[config.mk]
export PLATFORM = sky130hd
export DESIGN_NAME = hall_commutation_speed_estimator_top
export DESIGN_NICKNAME = d
export VERILOG_FILES = /design/src/rtl/core/hcse_pkg.sv /design/src/rtl/core/hall_commutation_speed_estimator_top.sv /design/src/rtl/core/hcse_alu.sv
export SDC_FILE = /design/constraint.sdc
export NUM_CORES = 1
export LEC_CHECK = 0
export BUFFER_PORTS_ARGS = -buffer_cell sky130_fd_sc_hd__buf_2
export CAP_MARGIN = 0
export CORE_MARGIN = 2
export CORE_UTILIZATION = 64
export DETAILED_ROUTE_END_ITERATION = 6
export HOLD_SLACK_MARGIN = 0.02
export MAX_ROUTING_LAYER = met4
export PLACE_DENSITY_LB_ADDON = 0.08
export SETUP_SLACK_MARGIN = 0.2
export SYNTH_ARGS = -nofsm -noshare
export SYNTH_HDL_FRONTEND = slang
export SYNTH_SLANG_ARGS = --single-unit
[constraint.sdc]
create_clock -name i_clk -period 5.8 [get_ports i_clk]
set_input_delay 0.58 -clock i_clk [delete_from_list [all_inputs] [get_ports i_clk]]
set_output_delay 0.58 -clock i_clk [all_outputs]
set_load 0.01 [all_outputs]
[src/rtl/core/hcse_pkg.sv]
// Shared types, constants and the Hall code table for the Hall speed estimator.
package hcse_pkg;

    localparam int COUNT_BITS_DEF = 16;
    localparam int FRAC_BITS_DEF  = 8;

    localparam int COEFF_W = 20;
    localparam int ALPHA_W = 16;
    localparam int SPEED_W = 16;

    localparam logic [COEFF_W-1:0] SPEED_COEFF_RST = 20'd120000;
    localparam logic [ALPHA_W-1:0] COUNT_ALPHA_RST = 16'd9037;
    localparam logic [ALPHA_W-1:0] SPEED_ALPHA_RST = 16'd15591;

    localparam logic [1:0] CFG_SPEED_COEFF = 2'd0;
    localparam logic [1:0] CFG_COUNT_ALPHA = 2'd1;
    localparam logic [1:0] CFG_SPEED_ALPHA = 2'd2;

    localparam logic [2:0] STEP_Q41  = 3'd0;
    localparam logic [2:0] STEP_Q16  = 3'd1;
    localparam logic [2:0] STEP_Q63  = 3'd2;
    localparam logic [2:0] STEP_Q32  = 3'd3;
    localparam logic [2:0] STEP_Q25  = 3'd4;
    localparam logic [2:0] STEP_Q54  = 3'd5;
    localparam logic [2:0] STEP_STOP = 3'd6;

    typedef enum logic [1:0] {
        ALU_MUL = 2'b01,
        ALU_DIV = 2'b10
    } t_alu_op;

    typedef struct packed {
        logic    start;
        t_alu_op op;
    } t_alu_cmd;

    function automatic logic [2:0] step_of_code(input logic [2:0] code);
        logic [2:0] step;
        unique case (code)
            3'd5:    step = STEP_Q41;
            3'd1:    step = STEP_Q16;
            3'd3:    step = STEP_Q63;
            3'd2:    step = STEP_Q32;
            3'd6:    step = STEP_Q25;
            3'd4:    step = STEP_Q54;
            default: step = STEP_STOP;
        endcase
        return step;
    endfunction

endpackage

[src/rtl/core/hall_commutation_speed_estimator_top.sv]
// Top level of the Hall six-step commutation and speed estimator.
//
// Channel   Direction  Transaction
// s_axis    in         tdata: hall_u, hall_v, hall_w (one Hall sample)
// m_axis    out        tdata: hall_code, drive_step, raw_speed, smoothed_speed
// cfg       in         write enable, register index, data (no handshake)
//
// A sample without a rising U edge goes to S_OUT and then into the output register.
// A rising U edge first passes S_CF_MUL, S_DIV and S_SF_MUL, where two 16-bit
// multiplications and one 20 + FRAC_BITS bit division share one shift-add unit.
// Reset is synchronous and clears the state and configuration to defaults.
// A stalled result waits in the output register; the next sample is taken meanwhile.
module hall_commutation_speed_estimator_top
    import hcse_pkg::*;
#(
    parameter int COUNT_BITS = COUNT_BITS_DEF,
    parameter int FRAC_BITS  = FRAC_BITS_DEF
) (
    input  logic        i_clk,
    input  logic        i_rst_n,
    input  logic        s_axis_tvalid,
    output logic        s_axis_tready,
    input  logic [7:0]  s_axis_tdata,   // hall_u, hall_v, hall_w, zero fill
    output logic        m_axis_tvalid,
    input  logic        m_axis_tready,
    output logic [39:0] m_axis_tdata,   // hall_code, drive_step, raw_speed,
                                        // smoothed_speed, zero fill
    input  logic        i_cfg_we,
    input  logic [1:0]  i_cfg_index,
    input  logic [19:0] i_cfg_data
);

    localparam int CFW = COUNT_BITS + FRAC_BITS;
    localparam int SFW = SPEED_W + FRAC_BITS;
    localparam int VW  = FRAC_BITS + ((COUNT_BITS > 16) ? COUNT_BITS : 16);
    localparam int NQ  = COEFF_W + FRAC_BITS;

    typedef enum logic [4:0] {
        S_IDLE   = 5'b00001,
        S_CF_MUL = 5'b00010,
        S_DIV    = 5'b00100,
        S_SF_MUL = 5'b01000,
        S_OUT    = 5'b10000
    } t_state;

    t_state               r_state;
    logic [COEFF_W-1:0]   r_coeff;
    logic [ALPHA_W-1:0]   r_count_alpha;
    logic [ALPHA_W-1:0]   r_speed_alpha;
    logic                 r_last_u;
    logic [COUNT_BITS-1:0] r_tick;
    logic [CFW-1:0]       r_cf;
    logic [SFW-1:0]       r_ss;
    logic [SPEED_W-1:0]   r_raw;
    logic                 r_dir;
    logic [2:0]           r_code;
    logic [2:0]           r_step;
    logic                 r_out_valid;
    logic [39:0]          r_out_data;

    logic                 w_accept;
    logic                 w_u;
    logic                 w_rise;
    logic                 w_load;
    logic [CFW-1:0]       w_cnt_x;
    logic                 w_cf_ge;
    logic [CFW-1:0]       w_cf_mag;
    logic [CFW-1:0]       w_cf_new;
    logic [SPEED_W-1:0]   w_quot_sat;
    logic [SFW-1:0]       w_sp_x;
    logic                 w_sp_ge;
    logic [SFW-1:0]       w_sp_mag;
    logic [SFW-1:0]       w_ss_new;
    logic [SPEED_W-1:0]   w_raw_out;
    t_alu_cmd             w_cmd;
    logic [VW-1:0]        w_mag;
    logic [ALPHA_W-1:0]   w_alpha;
    logic                 w_done;
    logic [VW-1:0]        w_delta;
    logic [NQ-1:0]        w_quot;

    assign s_axis_tready = (r_state == S_IDLE);
    assign w_accept      = s_axis_tvalid && s_axis_tready;
    assign w_u           = s_axis_tdata[0];
    assign w_rise        = w_u && !r_last_u;
    assign w_load        = (r_state == S_OUT) && (!r_out_valid || m_axis_tready);

    assign w_cnt_x  = CFW'(r_tick) << FRAC_BITS;
    assign w_cf_ge  = (w_cnt_x >= r_cf);
    assign w_cf_mag = w_cf_ge ? (w_cnt_x - r_cf) : (r_cf - w_cnt_x);
    assign w_cf_new = r_dir ? (r_cf + CFW'(w_delta)) : (r_cf - CFW'(w_delta));

    assign w_quot_sat = (|w_quot[NQ-1:SPEED_W]) ? '1 : w_quot[SPEED_W-1:0];
    assign w_sp_x     = SFW'(w_quot_sat) << FRAC_BITS;
    assign w_sp_ge    = (w_sp_x >= r_ss);
    assign w_sp_mag   = w_sp_ge ? (w_sp_x - r_ss) : (r_ss - w_sp_x);
    assign w_ss_new   = r_dir ? (r_ss + SFW'(w_delta)) : (r_ss - SFW'(w_delta));

    assign w_raw_out = (r_step == STEP_STOP) ? '0 : r_raw;

    always_comb begin
        w_cmd.start = 1'b0;
        w_cmd.op    = ALU_MUL;
        w_mag       = VW'(w_cf_mag);
        w_alpha     = r_count_alpha;
        unique case (r_state)
            S_IDLE: begin
                w_cmd.start = w_accept && w_rise;
            end
            S_CF_MUL: begin
                w_cmd.start = w_done;
                w_cmd.op    = ALU_DIV;
            end
            S_DIV: begin
                w_cmd.start = w_done;
                w_mag       = VW'(w_sp_mag);
                w_alpha     = r_speed_alpha;
            end
            default: begin
                w_cmd.start = 1'b0;
            end
        endcase
    end

    hcse_alu #(
        .COUNT_BITS (COUNT_BITS),
        .FRAC_BITS  (FRAC_BITS)
    ) u_alu (
        .i_clk   (i_clk),
        .i_rst_n (i_rst_n),
        .i_cmd   (w_cmd),
        .i_mag   (w_mag),
        .i_alpha (w_alpha),
        .i_num   (NQ'(r_coeff) << FRAC_BITS),
        .i_den   (w_cf_new),
        .o_done  (w_done),
        .o_delta (w_delta),
        .o_quot  (w_quot)
    );

    always_ff @(posedge i_clk) begin
        if (!i_rst_n) begin
            r_coeff       <= SPEED_COEFF_RST;
            r_count_alpha <= COUNT_ALPHA_RST;
            r_speed_alpha <= SPEED_ALPHA_RST;
        end else if (i_cfg_we) begin
            unique case (i_cfg_index)
                CFG_SPEED_COEFF: r_coeff       <= i_cfg_data;
                CFG_COUNT_ALPHA: r_count_alpha <= i_cfg_data[ALPHA_W-1:0];
                CFG_SPEED_ALPHA: r_speed_alpha <= i_cfg_data[ALPHA_W-1:0];
                default: ;
            endcase
        end
    end

    always_ff @(posedge i_clk) begin
        if (!i_rst_n) begin
            r_state     <= S_IDLE;
            r_last_u    <= 1'b0;
            r_tick      <= '0;
            r_cf        <= '0;
            r_ss        <= '0;
            r_raw       <= '0;
            r_out_valid <= 1'b0;
            r_dir       <= 1'b0;
        end else begin
            if (w_load) begin
                r_out_valid <= 1'b1;
            end else if (m_axis_tready) begin
                r_out_valid <= 1'b0;
            end
            unique case (r_state)
                S_IDLE: begin
                    if (w_accept) begin
                        r_code <= s_axis_tdata[2:0];
                        r_step <= step_of_code(s_axis_tdata[2:0]);
                        if (w_u != r_last_u) begin
                            r_last_u <= w_u;
                            r_tick   <= '0;
                        end else if (r_tick != '1) begin
                            r_tick <= r_tick + COUNT_BITS'(1);
                        end
                        if (w_rise) begin
                            r_dir   <= w_cf_ge;
                            r_state <= S_CF_MUL;
                        end else begin
                            r_state <= S_OUT;
                        end
                    end
                end
                S_CF_MUL: begin
                    if (w_done) begin
                        r_cf    <= w_cf_new;
                        r_state <= S_DIV;
                    end
                end
                S_DIV: begin
                    if (w_done) begin
                        r_raw   <= w_quot_sat;
                        r_dir   <= w_sp_ge;
                        r_state <= S_SF_MUL;
                    end
                end
                S_SF_MUL: begin
                    if (w_done) begin
                        r_ss    <= w_ss_new;
                        r_state <= S_OUT;
                    end
                end
                S_OUT: begin
                    if (w_load) begin
                        r_raw      <= w_raw_out;
                        r_out_data <= {2'b00, r_ss[FRAC_BITS +: SPEED_W], w_raw_out,
                                       r_step, r_code};
                        r_state    <= S_IDLE;
                    end
                end
                default: begin
                    r_state <= S_IDLE;
                end
            endcase
        end
    end

    assign m_axis_tvalid = r_out_valid;
    assign m_axis_tdata  = r_out_data;

endmodule

[src/rtl/core/hcse_alu.sv]
// Shared shift-add multiplier and restoring divider, one bit per cycle.
module hcse_alu
    import hcse_pkg::*;
#(
    parameter int COUNT_BITS = COUNT_BITS_DEF,
    parameter int FRAC_BITS  = FRAC_BITS_DEF
) (
    input  logic                                  i_clk,
    input  logic                                  i_rst_n,
    input  t_alu_cmd                              i_cmd,
    input  logic [FRAC_BITS+((COUNT_BITS>16)?COUNT_BITS:16)-1:0] i_mag,
    input  logic [ALPHA_W-1:0]                    i_alpha,
    input  logic [COEFF_W+FRAC_BITS-1:0]          i_num,
    input  logic [COUNT_BITS+FRAC_BITS-1:0]       i_den,
    output logic                                  o_done,
    output logic [FRAC_BITS+((COUNT_BITS>16)?COUNT_BITS:16)-1:0] o_delta,
    output logic [COEFF_W+FRAC_BITS-1:0]          o_quot
);

    localparam int VW  = FRAC_BITS + ((COUNT_BITS > 16) ? COUNT_BITS : 16);
    localparam int AW  = VW + ALPHA_W + 1;
    localparam int NQ  = COEFF_W + FRAC_BITS;
    localparam int CW  = $clog2(NQ + 1);

    logic              r_busy;
    logic              r_done;
    t_alu_op           r_op;
    logic [CW-1:0]     r_cnt;
    logic [AW-1:0]     r_acc;
    logic [AW-1:0]     r_opb;
    logic [ALPHA_W-1:0] r_mplier;
    logic [NQ-1:0]     r_dq;

    logic              w_sub;
    logic [AW-1:0]     w_a;
    logic [AW-1:0]     w_b;
    logic [AW:0]       w_sum;

    assign w_sub = (r_op == ALU_DIV);
    assign w_a   = w_sub ? {r_acc[AW-2:0], r_dq[NQ-1]} : r_acc;
    assign w_b   = w_sub ? ~r_opb : (r_mplier[0] ? r_opb : '0);
    assign w_sum = {1'b0, w_a} + {1'b0, w_b} + (AW+1)'(w_sub);

    always_ff @(posedge i_clk) begin
        if (!i_rst_n) begin
            r_busy <= 1'b0;
            r_done <= 1'b0;
            r_op   <= ALU_MUL;
        end else begin
            r_done <= 1'b0;
            if (i_cmd.start) begin
                r_busy <= 1'b1;
                r_op   <= i_cmd.op;
            end else if (r_busy && (r_cnt == CW'(1))) begin
                r_busy <= 1'b0;
                r_done <= 1'b1;
            end
        end
    end

    always_ff @(posedge i_clk) begin
        if (i_cmd.start) begin
            if (i_cmd.op == ALU_MUL) begin
                r_acc    <= AW'(32768);
                r_opb    <= AW'(i_mag);
                r_mplier <= i_alpha;
                r_cnt    <= CW'(ALPHA_W);
            end else begin
                r_acc <= '0;
                r_opb <= AW'(i_den);
                r_dq  <= i_num;
                r_cnt <= CW'(NQ);
            end
        end else if (r_busy) begin
            r_cnt <= r_cnt - CW'(1);
            if (w_sub) begin
                if (w_sum[AW]) begin
                    r_acc <= w_sum[AW-1:0];
                    r_dq  <= {r_dq[NQ-2:0], 1'b1};
                end else begin
                    r_acc <= w_a;
                    r_dq  <= {r_dq[NQ-2:0], 1'b0};
                end
            end else begin
                r_acc    <= w_sum[AW-1:0];
                r_opb    <= r_opb << 1;
                r_mplier <= r_mplier >> 1;
            end
        end
    end

    assign o_done  = r_done;
    assign o_delta = r_acc[ALPHA_W +: VW];
    assign o_quot  = r_dq;

endmodule

==> impl_metrics.py, run 1 <==
metrics = {
    "place": {
        "gp_congestion": 0.9924,
        "hpwl_mm": 41.79,
        "dpl_cell_area_um2": 22310,
        "portBuffers": 69,
    },
    "clock_network": {
        "clock_path_buffers": 3,
        "numCtsBuffers": 36,
        "hold_buffers": 0,
        "cts_tree": "done",
        "cts_root_buf": "clkbuf_16",
        "post_cts_buffers": 0,
        "post_cts_resized": 0,
        "path_clk_slew_ps": 70,
        "clock-sinks": 319,
        "cts_max_level": 2,
        "clock_latency_ps": 560,
    },
    "setup_path": {
        "critPathCaptureType": "flip-flop",
        "crit_fanout": 18,
        "cpMaxStageDelayCell": "a21o_1",
        "crit_top_cell": "o21ai_1",
        "cpPeakStageDelay_ps": 620,
        "crit_chain": "nor4_1 -> nand3_1 -> or2_2 -> ha_1 -> nor4b_4 -> a31oi_1 -> o31a_2 -> o21ai_2 -> a21o_1 -> mux2_4 -> a221oi_2 -> o21ai_1 -> xor2_1 -> o221ai_1 -> o21ai_1",
        "required_ps": 6110,
        "arrival_ps": 5570,
        "critPathKind": "flip-flop to flip-flop",
        "startpoint_type": "flip-flop",
    },
    "sta": {
        "hold_violations": 0,
        "finalClockSkew_ps": 27.71,
        "relSlewSlack": 0.2312,
        "fin_crit_sh": 0.9076,
        "setup_viol_count_final": 0,
        "rsz0062_at_grt": "no",
        "fin_tns_setup_ps": 0,
        "max_freq_mhz": 190.0,
        "period_minus_slack_ps": 5264,
        "tightest_slew_ps": 1146,
        "slew_violations": 0,
        "hold_ws_ps": 248.1,
    },
    "synthesis": {
        "synth-main-ff-cell": "edfxtp_1",
        "synth_top_cell_by_area": "edfxtp_1",
        "synth.avg_cell_area_um2": 8.234,
        "synth_area_um2": 21730,
        "yosys-top-cells-count": "577 x nand2_1, 251 x a21oi_1, 200 x nor2_1",
        "synth_top_area_frac": 0.2418,
        "yosysMostFrequentCell": "nand2_1",
        "synthArstFlopShare": 0,
        "yosysSeqAreaShare": 0.3745,
        "ys_ff_latch": 319,
        "ys_types": 84,
        "synth_edf_count": 175,
        "synth.area.top_cells": "edfxtp_1 24%, dfxtp_1 13%, nand2_1 10%",
        "yosysWarnings": 0,
        "syn-instance-count": 2639,
    },
    "hold_path": {
        "min_path_type": "primary input to flip-flop",
    },
    "detailed_routing": {
        "route.detailed.drc": 0,
        "drt_iter0_drc": 1401,
        "via_per_inst": 6.122,
        "drtAntennaViolNets": 0,
        "vias": 19050,
        "routed_wl_mm": 58.27,
        "wl_per_cell_um": 18.73,
        "dr.pass1.iters": 5,
    },
    "layout": {
        "multiInputGateArea_um2": 12690,
        "diodes": 0,
        "fin_util": 0.7049,
        "final_nets": 2830,
        "regArea_um2": 8138,
        "syn2layout_area_growth_pct": 8.511,
        "stdcell_area_um2": 23580,
        "nFillCells": 2673,
        "drive_above_1_share": 0.08074,
    },
    "global_route": {
        "grt_usage": 0.3345,
        "antenna_found_initial": 0,
        "grt_start_max_net_pins": 67,
        "grt_pass1_vias": 18050,
        "grt-ovfl-total": 0,
        "grt_pass1_wl_mm": 92.43,
    },
    "power": {
        "p_leak_nw": 10.07,
        "total_power_mw": 7.079,
        "vdd_drop_max_mv": 0.2462,
        "power_density_nw_per_um2": 300.2,
    },
    "die": {
        "die_y_um": 188.3,
        "die_area_um2": 35440,
        "chipWidth_um": 188.3,
        "core_um2": 33450,
        "rows": 67,
        "start_util": 0.6496,
        "pin_count": 77,
    },
    "run_status": {
        "status": "finished, final reports clean",
    },
    "flow_run": {
        "drv_cap": 0,
    },
}
==> placed cells by master (no fill, tap or decap), types with 53 or more instances in the layout <==
cell type,n
edfxtp_1,175
a21o_1,55
and2_1,53
xor2_1,64
nor2_1,199
a21oi_1,251
nand3_1,58
ha_1,154
xnor2_1,99
nand2_1,574
o21ai_0,129
inv_1,94
dfxtp_1,144
buf_2,69
==> metrics by stage <==
stage / worst slack (ps) / cells
after global routing: 298.1 / 3111
final: 535.9 / 3111
after CTS: 645.2 / 3111
after detailed placement: 667.8 / 3045
after global placement: 746.5 / 3045
after floorplan: 1589 / 2640
==> per-layer routing <==
layer	routed length, um	up-vias	global-route usage
li1	-	9196	-
met1	24630	9051	0.4210
met2	27710	664	0.5454
met3	3521	135	0.03613
met4	2401	0	0.1520
met5	0	-	-
==> report_power, final <==
group          total, mW  switching, mW  internal [mW]  leakage (nW)
Clock               2.45          0.983           1.47         0.603
Sequential          2.74          0.145           2.60          2.84
Combinational       1.89           1.15          0.739          6.63
Total               7.08           2.28           4.80          10.1
==> flip-flops by register name (all words and copies together) (netlist names) <==
| name | cells |
|---|---|
| r_code | 3 |
| r_coeff | 20 |
| r_count_alpha | 16 |
| r_dir | 1 |
| m_axis_tvalid | 1 |
| r_cf | 24 |
| r_speed_alpha | 16 |
| u_alu.r_op | 2 |
| m_axis_tdata | 38 |
| u_alu.r_opb | 41 |
| r_last_u | 1 |
| u_alu.r_cnt | 5 |
| u_alu.r_busy | 1 |
| r_state | 5 |
| r_raw | 16 |
| u_alu.o_quot | 28 |
| r_tick | 16 |
| r_ss | 24 |
| u_alu.o_done | 1 |
| r_step | 3 |
| u_alu.r_mplier | 16 |
| u_alu.r_acc | 41 |
==> final timing paths <==
check                        startpoint                         to  slack (ps)  cells after the start
max          u_alu.o_quot[27]$_DFFE_PP_  u_alu.r_opb[22]$_DFFE_PP_         540                     15
min                      i_cfg_data[16]   r_coeff[16]$_SDFFE_PN1P_         250                      3
max reg2reg  u_alu.o_quot[27]$_DFFE_PP_  u_alu.r_opb[22]$_DFFE_PP_         540                     15
min reg2reg         r_code[2]$_DFFE_PP_  m_axis_tdata[2]$_DFFE_PP_         420                      0
==> critical path, delay by kind of cell (launching register included) <==
family                   cells  cell delay (ps)
AO/OA/AOI/OAI                8             2000
XOR/XNOR                     1              170
adder cells (fa/ha/maj)      1              350
flip-flops                   1              540
multiplexers                 1              360
AND/OR/NAND/NOR              4             1590
==> layout make-up <==
type,count,area share
clock buffer,46,0.04282
clock inverter,20,0.01093
inverter,96,0.01528
multi-input combinational,2087,0.5381
sequential,319,0.3451
tap,448,0.02377
timing repair buffer,95,0.02399
==> kinds of logic after synthesis <==
logic type | count (synthesis) | synth area share
and+or+nand+nor | 1076 | 0.2201
AOI/OAI and AO/OA | 633 | 0.1765
DFF | 319 | 0.3745
buffers and inverters | 234 | 0.04388
xor gates and xnor gates | 163 | 0.06570
adders and majority gates | 160 | 0.09420
muxes | 53 | 0.02493
other | 1 | 0.0001726
(Power assumes the default switching activity.)
==> run 2, diff against run 1 <==
CORE_UTILIZATION = 57   (was 64)
clock period = 4.5 ns   (was 5.8 ns; I/O delays follow)
==> run 2 against run 1 <==
Effect of this change: flip-flop and latch count did not move; critical endpoint unchanged; register-to-register slack worse by 250 ps; clock skew is 4.2 ps higher; highest routed layer unchanged; count of clock-buffer cells in the layout is the same; worst hold slack lost 130 ps; critical path type unchanged; final area up 5.4%.
==> impl_metrics.py, run 2 (synthesized netlist as in run 1, its figures left out) <==
metrics = {
    "run_status": {
        "status": "finished, final reports clean",
    },
    "layout": {
        "final_nets": 2933,
        "syn2layout_area_growth_pct": 14.38,
        "fin_util": 0.6614,
        "drive_above_1_share": 0.1388,
        "stdcell_area_um2": 24850,
        "layout_commonest_cell": "nand2_1",
        "instances_no_fill": 3279,
        "layout_common_cells": "573 x nand2_1, 235 x a21oi_1, 197 x nor2_1",
    },
    "die": {
        "rows": 71,
        "core_um2": 37580,
        "pin_count": 77,
        "die_y_um": 199.3,
        "start_util": 0.5783,
        "die_area_um2": 39700,
        "chipWidth_um": 199.3,
    },
    "setup_path": {
        "startpoint_type": "flip-flop",
        "arrival_ps": 4500,
        "cp.depth": 15,
        "required_ps": 4780,
        "cpMaxStageDelayCell": "edfxtp_1",
        "crit_fanout": 12,
        "critPathKind": "flip-flop to flip-flop",
        "ff2ff_path_depth": 15,
        "crit_chain": "nor4_2 -> nand3_2 -> buf_6 -> or2_2 -> ha_2 -> and2_1 -> nand3_1 -> nor3_4 -> a21o_4 -> mux2_4 -> a221oi_2 -> o21ai_1 -> xor2_1 -> o221ai_1 -> o21ai_1",
        "r2r_start": "u_alu.o_quot[16]$_DFFE_PP_",
        "crit_top_cell": "o21ai_1",
        "regToRegEndpoint": "u_alu.r_opb[22]$_DFFE_PP_",
        "path_delay_family": "simple AND/OR/NAND/NOR gates",
        "crit_buf_inv": 1,
        "critPathCaptureType": "flip-flop",
        "cpPeakStageDelay_ps": 400,
        "r2r_slack_ps": 280,
    },
    "hold_path": {
        "min_path_type": "primary input to flip-flop",
        "hold_path_end": "r_coeff[16]$_SDFFE_PN1P_",
        "min_from": "i_cfg_data[16]",
        "worstHoldPathCells": 3,
    },
    "detailed_routing": {
        "drt_iter0_drc": 1484,
        "dr.pass1.iters": 5,
        "drtAntennaViolNets": 0,
        "wl_per_cell_um": 18.83,
        "vias": 19310,
        "route.detailed.drc": 0,
        "via_per_inst": 5.890,
        "routed_wl_mm": 61.74,
    },
    "global_route": {
        "grt-ovfl-total": 0,
        "antenna_found_initial": 1,
        "grt_start_max_net_pins": 68,
        "grt_pass1_vias": 18120,
        "grt_usage": 0.3177,
        "grt_pass1_wl_mm": 95.98,
    },
    "power": {
        "vdd_drop_max_mv": 0.3144,
        "p_leak_nw": 10.67,
        "power_density_nw_per_um2": 374.2,
    },
    "clock_network": {
        "clock_latency_ps": 580,
        "clock_path_buffers": 3,
        "cts_tree": "done",
        "cts_root_buf": "clkbuf_16",
        "numCtsBuffers": 38,
        "cts_max_level": 2,
        "clock-sinks": 319,
        "path_clk_slew_ps": 60,
    },
    "place": {
        "portBuffers": 69,
        "dpl_cell_area_um2": 23100,
        "hpwl_mm": 44.71,
        "place_inst": 3200,
        "gp_congestion": 0.9499,
    },
    "sta": {
        "fin_tns_setup_ps": 0,
        "rsz0062_at_grt": "yes",
        "relSlewSlack": 0.1710,
        "hold_violations": 0,
        "slew_violations": 0,
        "fin_crit_sh": 0.9376,
        "period_minus_slack_ps": 4219,
        "finalClockSkew_ps": 31.88,
        "tightest_slew_ps": 1240,
        "setup_viol_count_final": 0,
        "max_freq_mhz": 237.0,
    },
    "flow_run": {
        "drv_cap": 0,
    },
}
## run 2: changes by cell type in the layout (fill, tap and decap cells not counted), moves of 6 or more
| cell | previous run | this run |
|---|---|---|
| a21oi_1 | 251 | 235 |
| a21oi_2 | 3 | 18 |
| buf_4 | 24 | 119 |
| ha_1 | 154 | 146 |
| o21ai_0 | 129 | 123 |
## run 2: report_power, final
| part | switching, mW | internal (mW) | total [mW] |
|---|---|---|---|
| sequential | 0.179 | 3.34 | 3.52 |
| clock | 1.31 | 1.74 | 3.05 |
| combinational | 1.58 | 1.14 | 2.73 |
## run 2: metal layers
layer	vias up	wire [um]	global-route usage
met4	0	2611	0.1324
met2	538	29320	0.5237
li1	9425	-	-
met1	9201	26910	0.3996
met5	-	0	-
met3	149	2890	0.03342
## run 2: worst max path at each step
stage	from	end	slack, ps
CTS	u_alu.r_acc[18]$_SDFFCE_PP0N_	u_alu.r_opb[22]$_DFFE_PP_	120
global placement	u_alu.o_quot[19]$_DFFE_PP_	u_alu.r_opb[22]$_DFFE_PP_	80
floorplan	u_alu.r_op[1]$_SDFFE_PN0P_	u_alu.r_acc[38]$_SDFFCE_PP0N_	290
global route	u_alu.o_quot[16]$_DFFE_PP_	u_alu.r_opb[22]$_DFFE_PP_	100
finish	u_alu.o_quot[16]$_DFFE_PP_	u_alu.r_opb[22]$_DFFE_PP_	280
detailed placement	u_alu.o_quot[19]$_DFFE_PP_	u_alu.r_opb[22]$_DFFE_PP_	20
## run 2: layout make-up
class | instances | area [um2]
Timing Repair Buffer | 196 | 1364
Inverter | 96 | 361.6
Tap cell | 511 | 639.4
Fill cell | 3218 | 12720
Multi-Input combinational cell | 2087 | 13130
Clock buffer | 46 | 1011
Antenna cell | 1 | 2.502
Sequential cell | 319 | 8138
Clock inverter | 23 | 209.0
## run 2: what timing repair did
item	CTS	global route
hold buffers	0	0
pin swaps	8	36
setup endpoints to repair	25	69
setup buffers	5	4
gates resized for setup	16	81
## run 2: worst register-to-register path, cell delays in order, from the launching register on
cell and delay (ps):
edfxtp_1 400, nor4_2 340, nand3_2 270, buf_6 220, or2_2 330, ha_2 410
and2_1 190, nand3_1 170, nor3_4 300, a21o_4 200, mux2_4 310, a221oi_2 220
o21ai_1 120, xor2_1 160, o221ai_1 190, o21ai_1 100
## run 2: per-stage QoR
step                      hold slack, ps  power (mW)  worst slack (ps)
after floorplan                    400.3       5.362             288.6
after global placement             402.3       6.117             78.29
after detailed placement           406.5       6.154             24.95
after CTS                          95.03       9.227             122.6
after global routing               123.5       9.720             104.4
final                              116.9       9.300             281.0
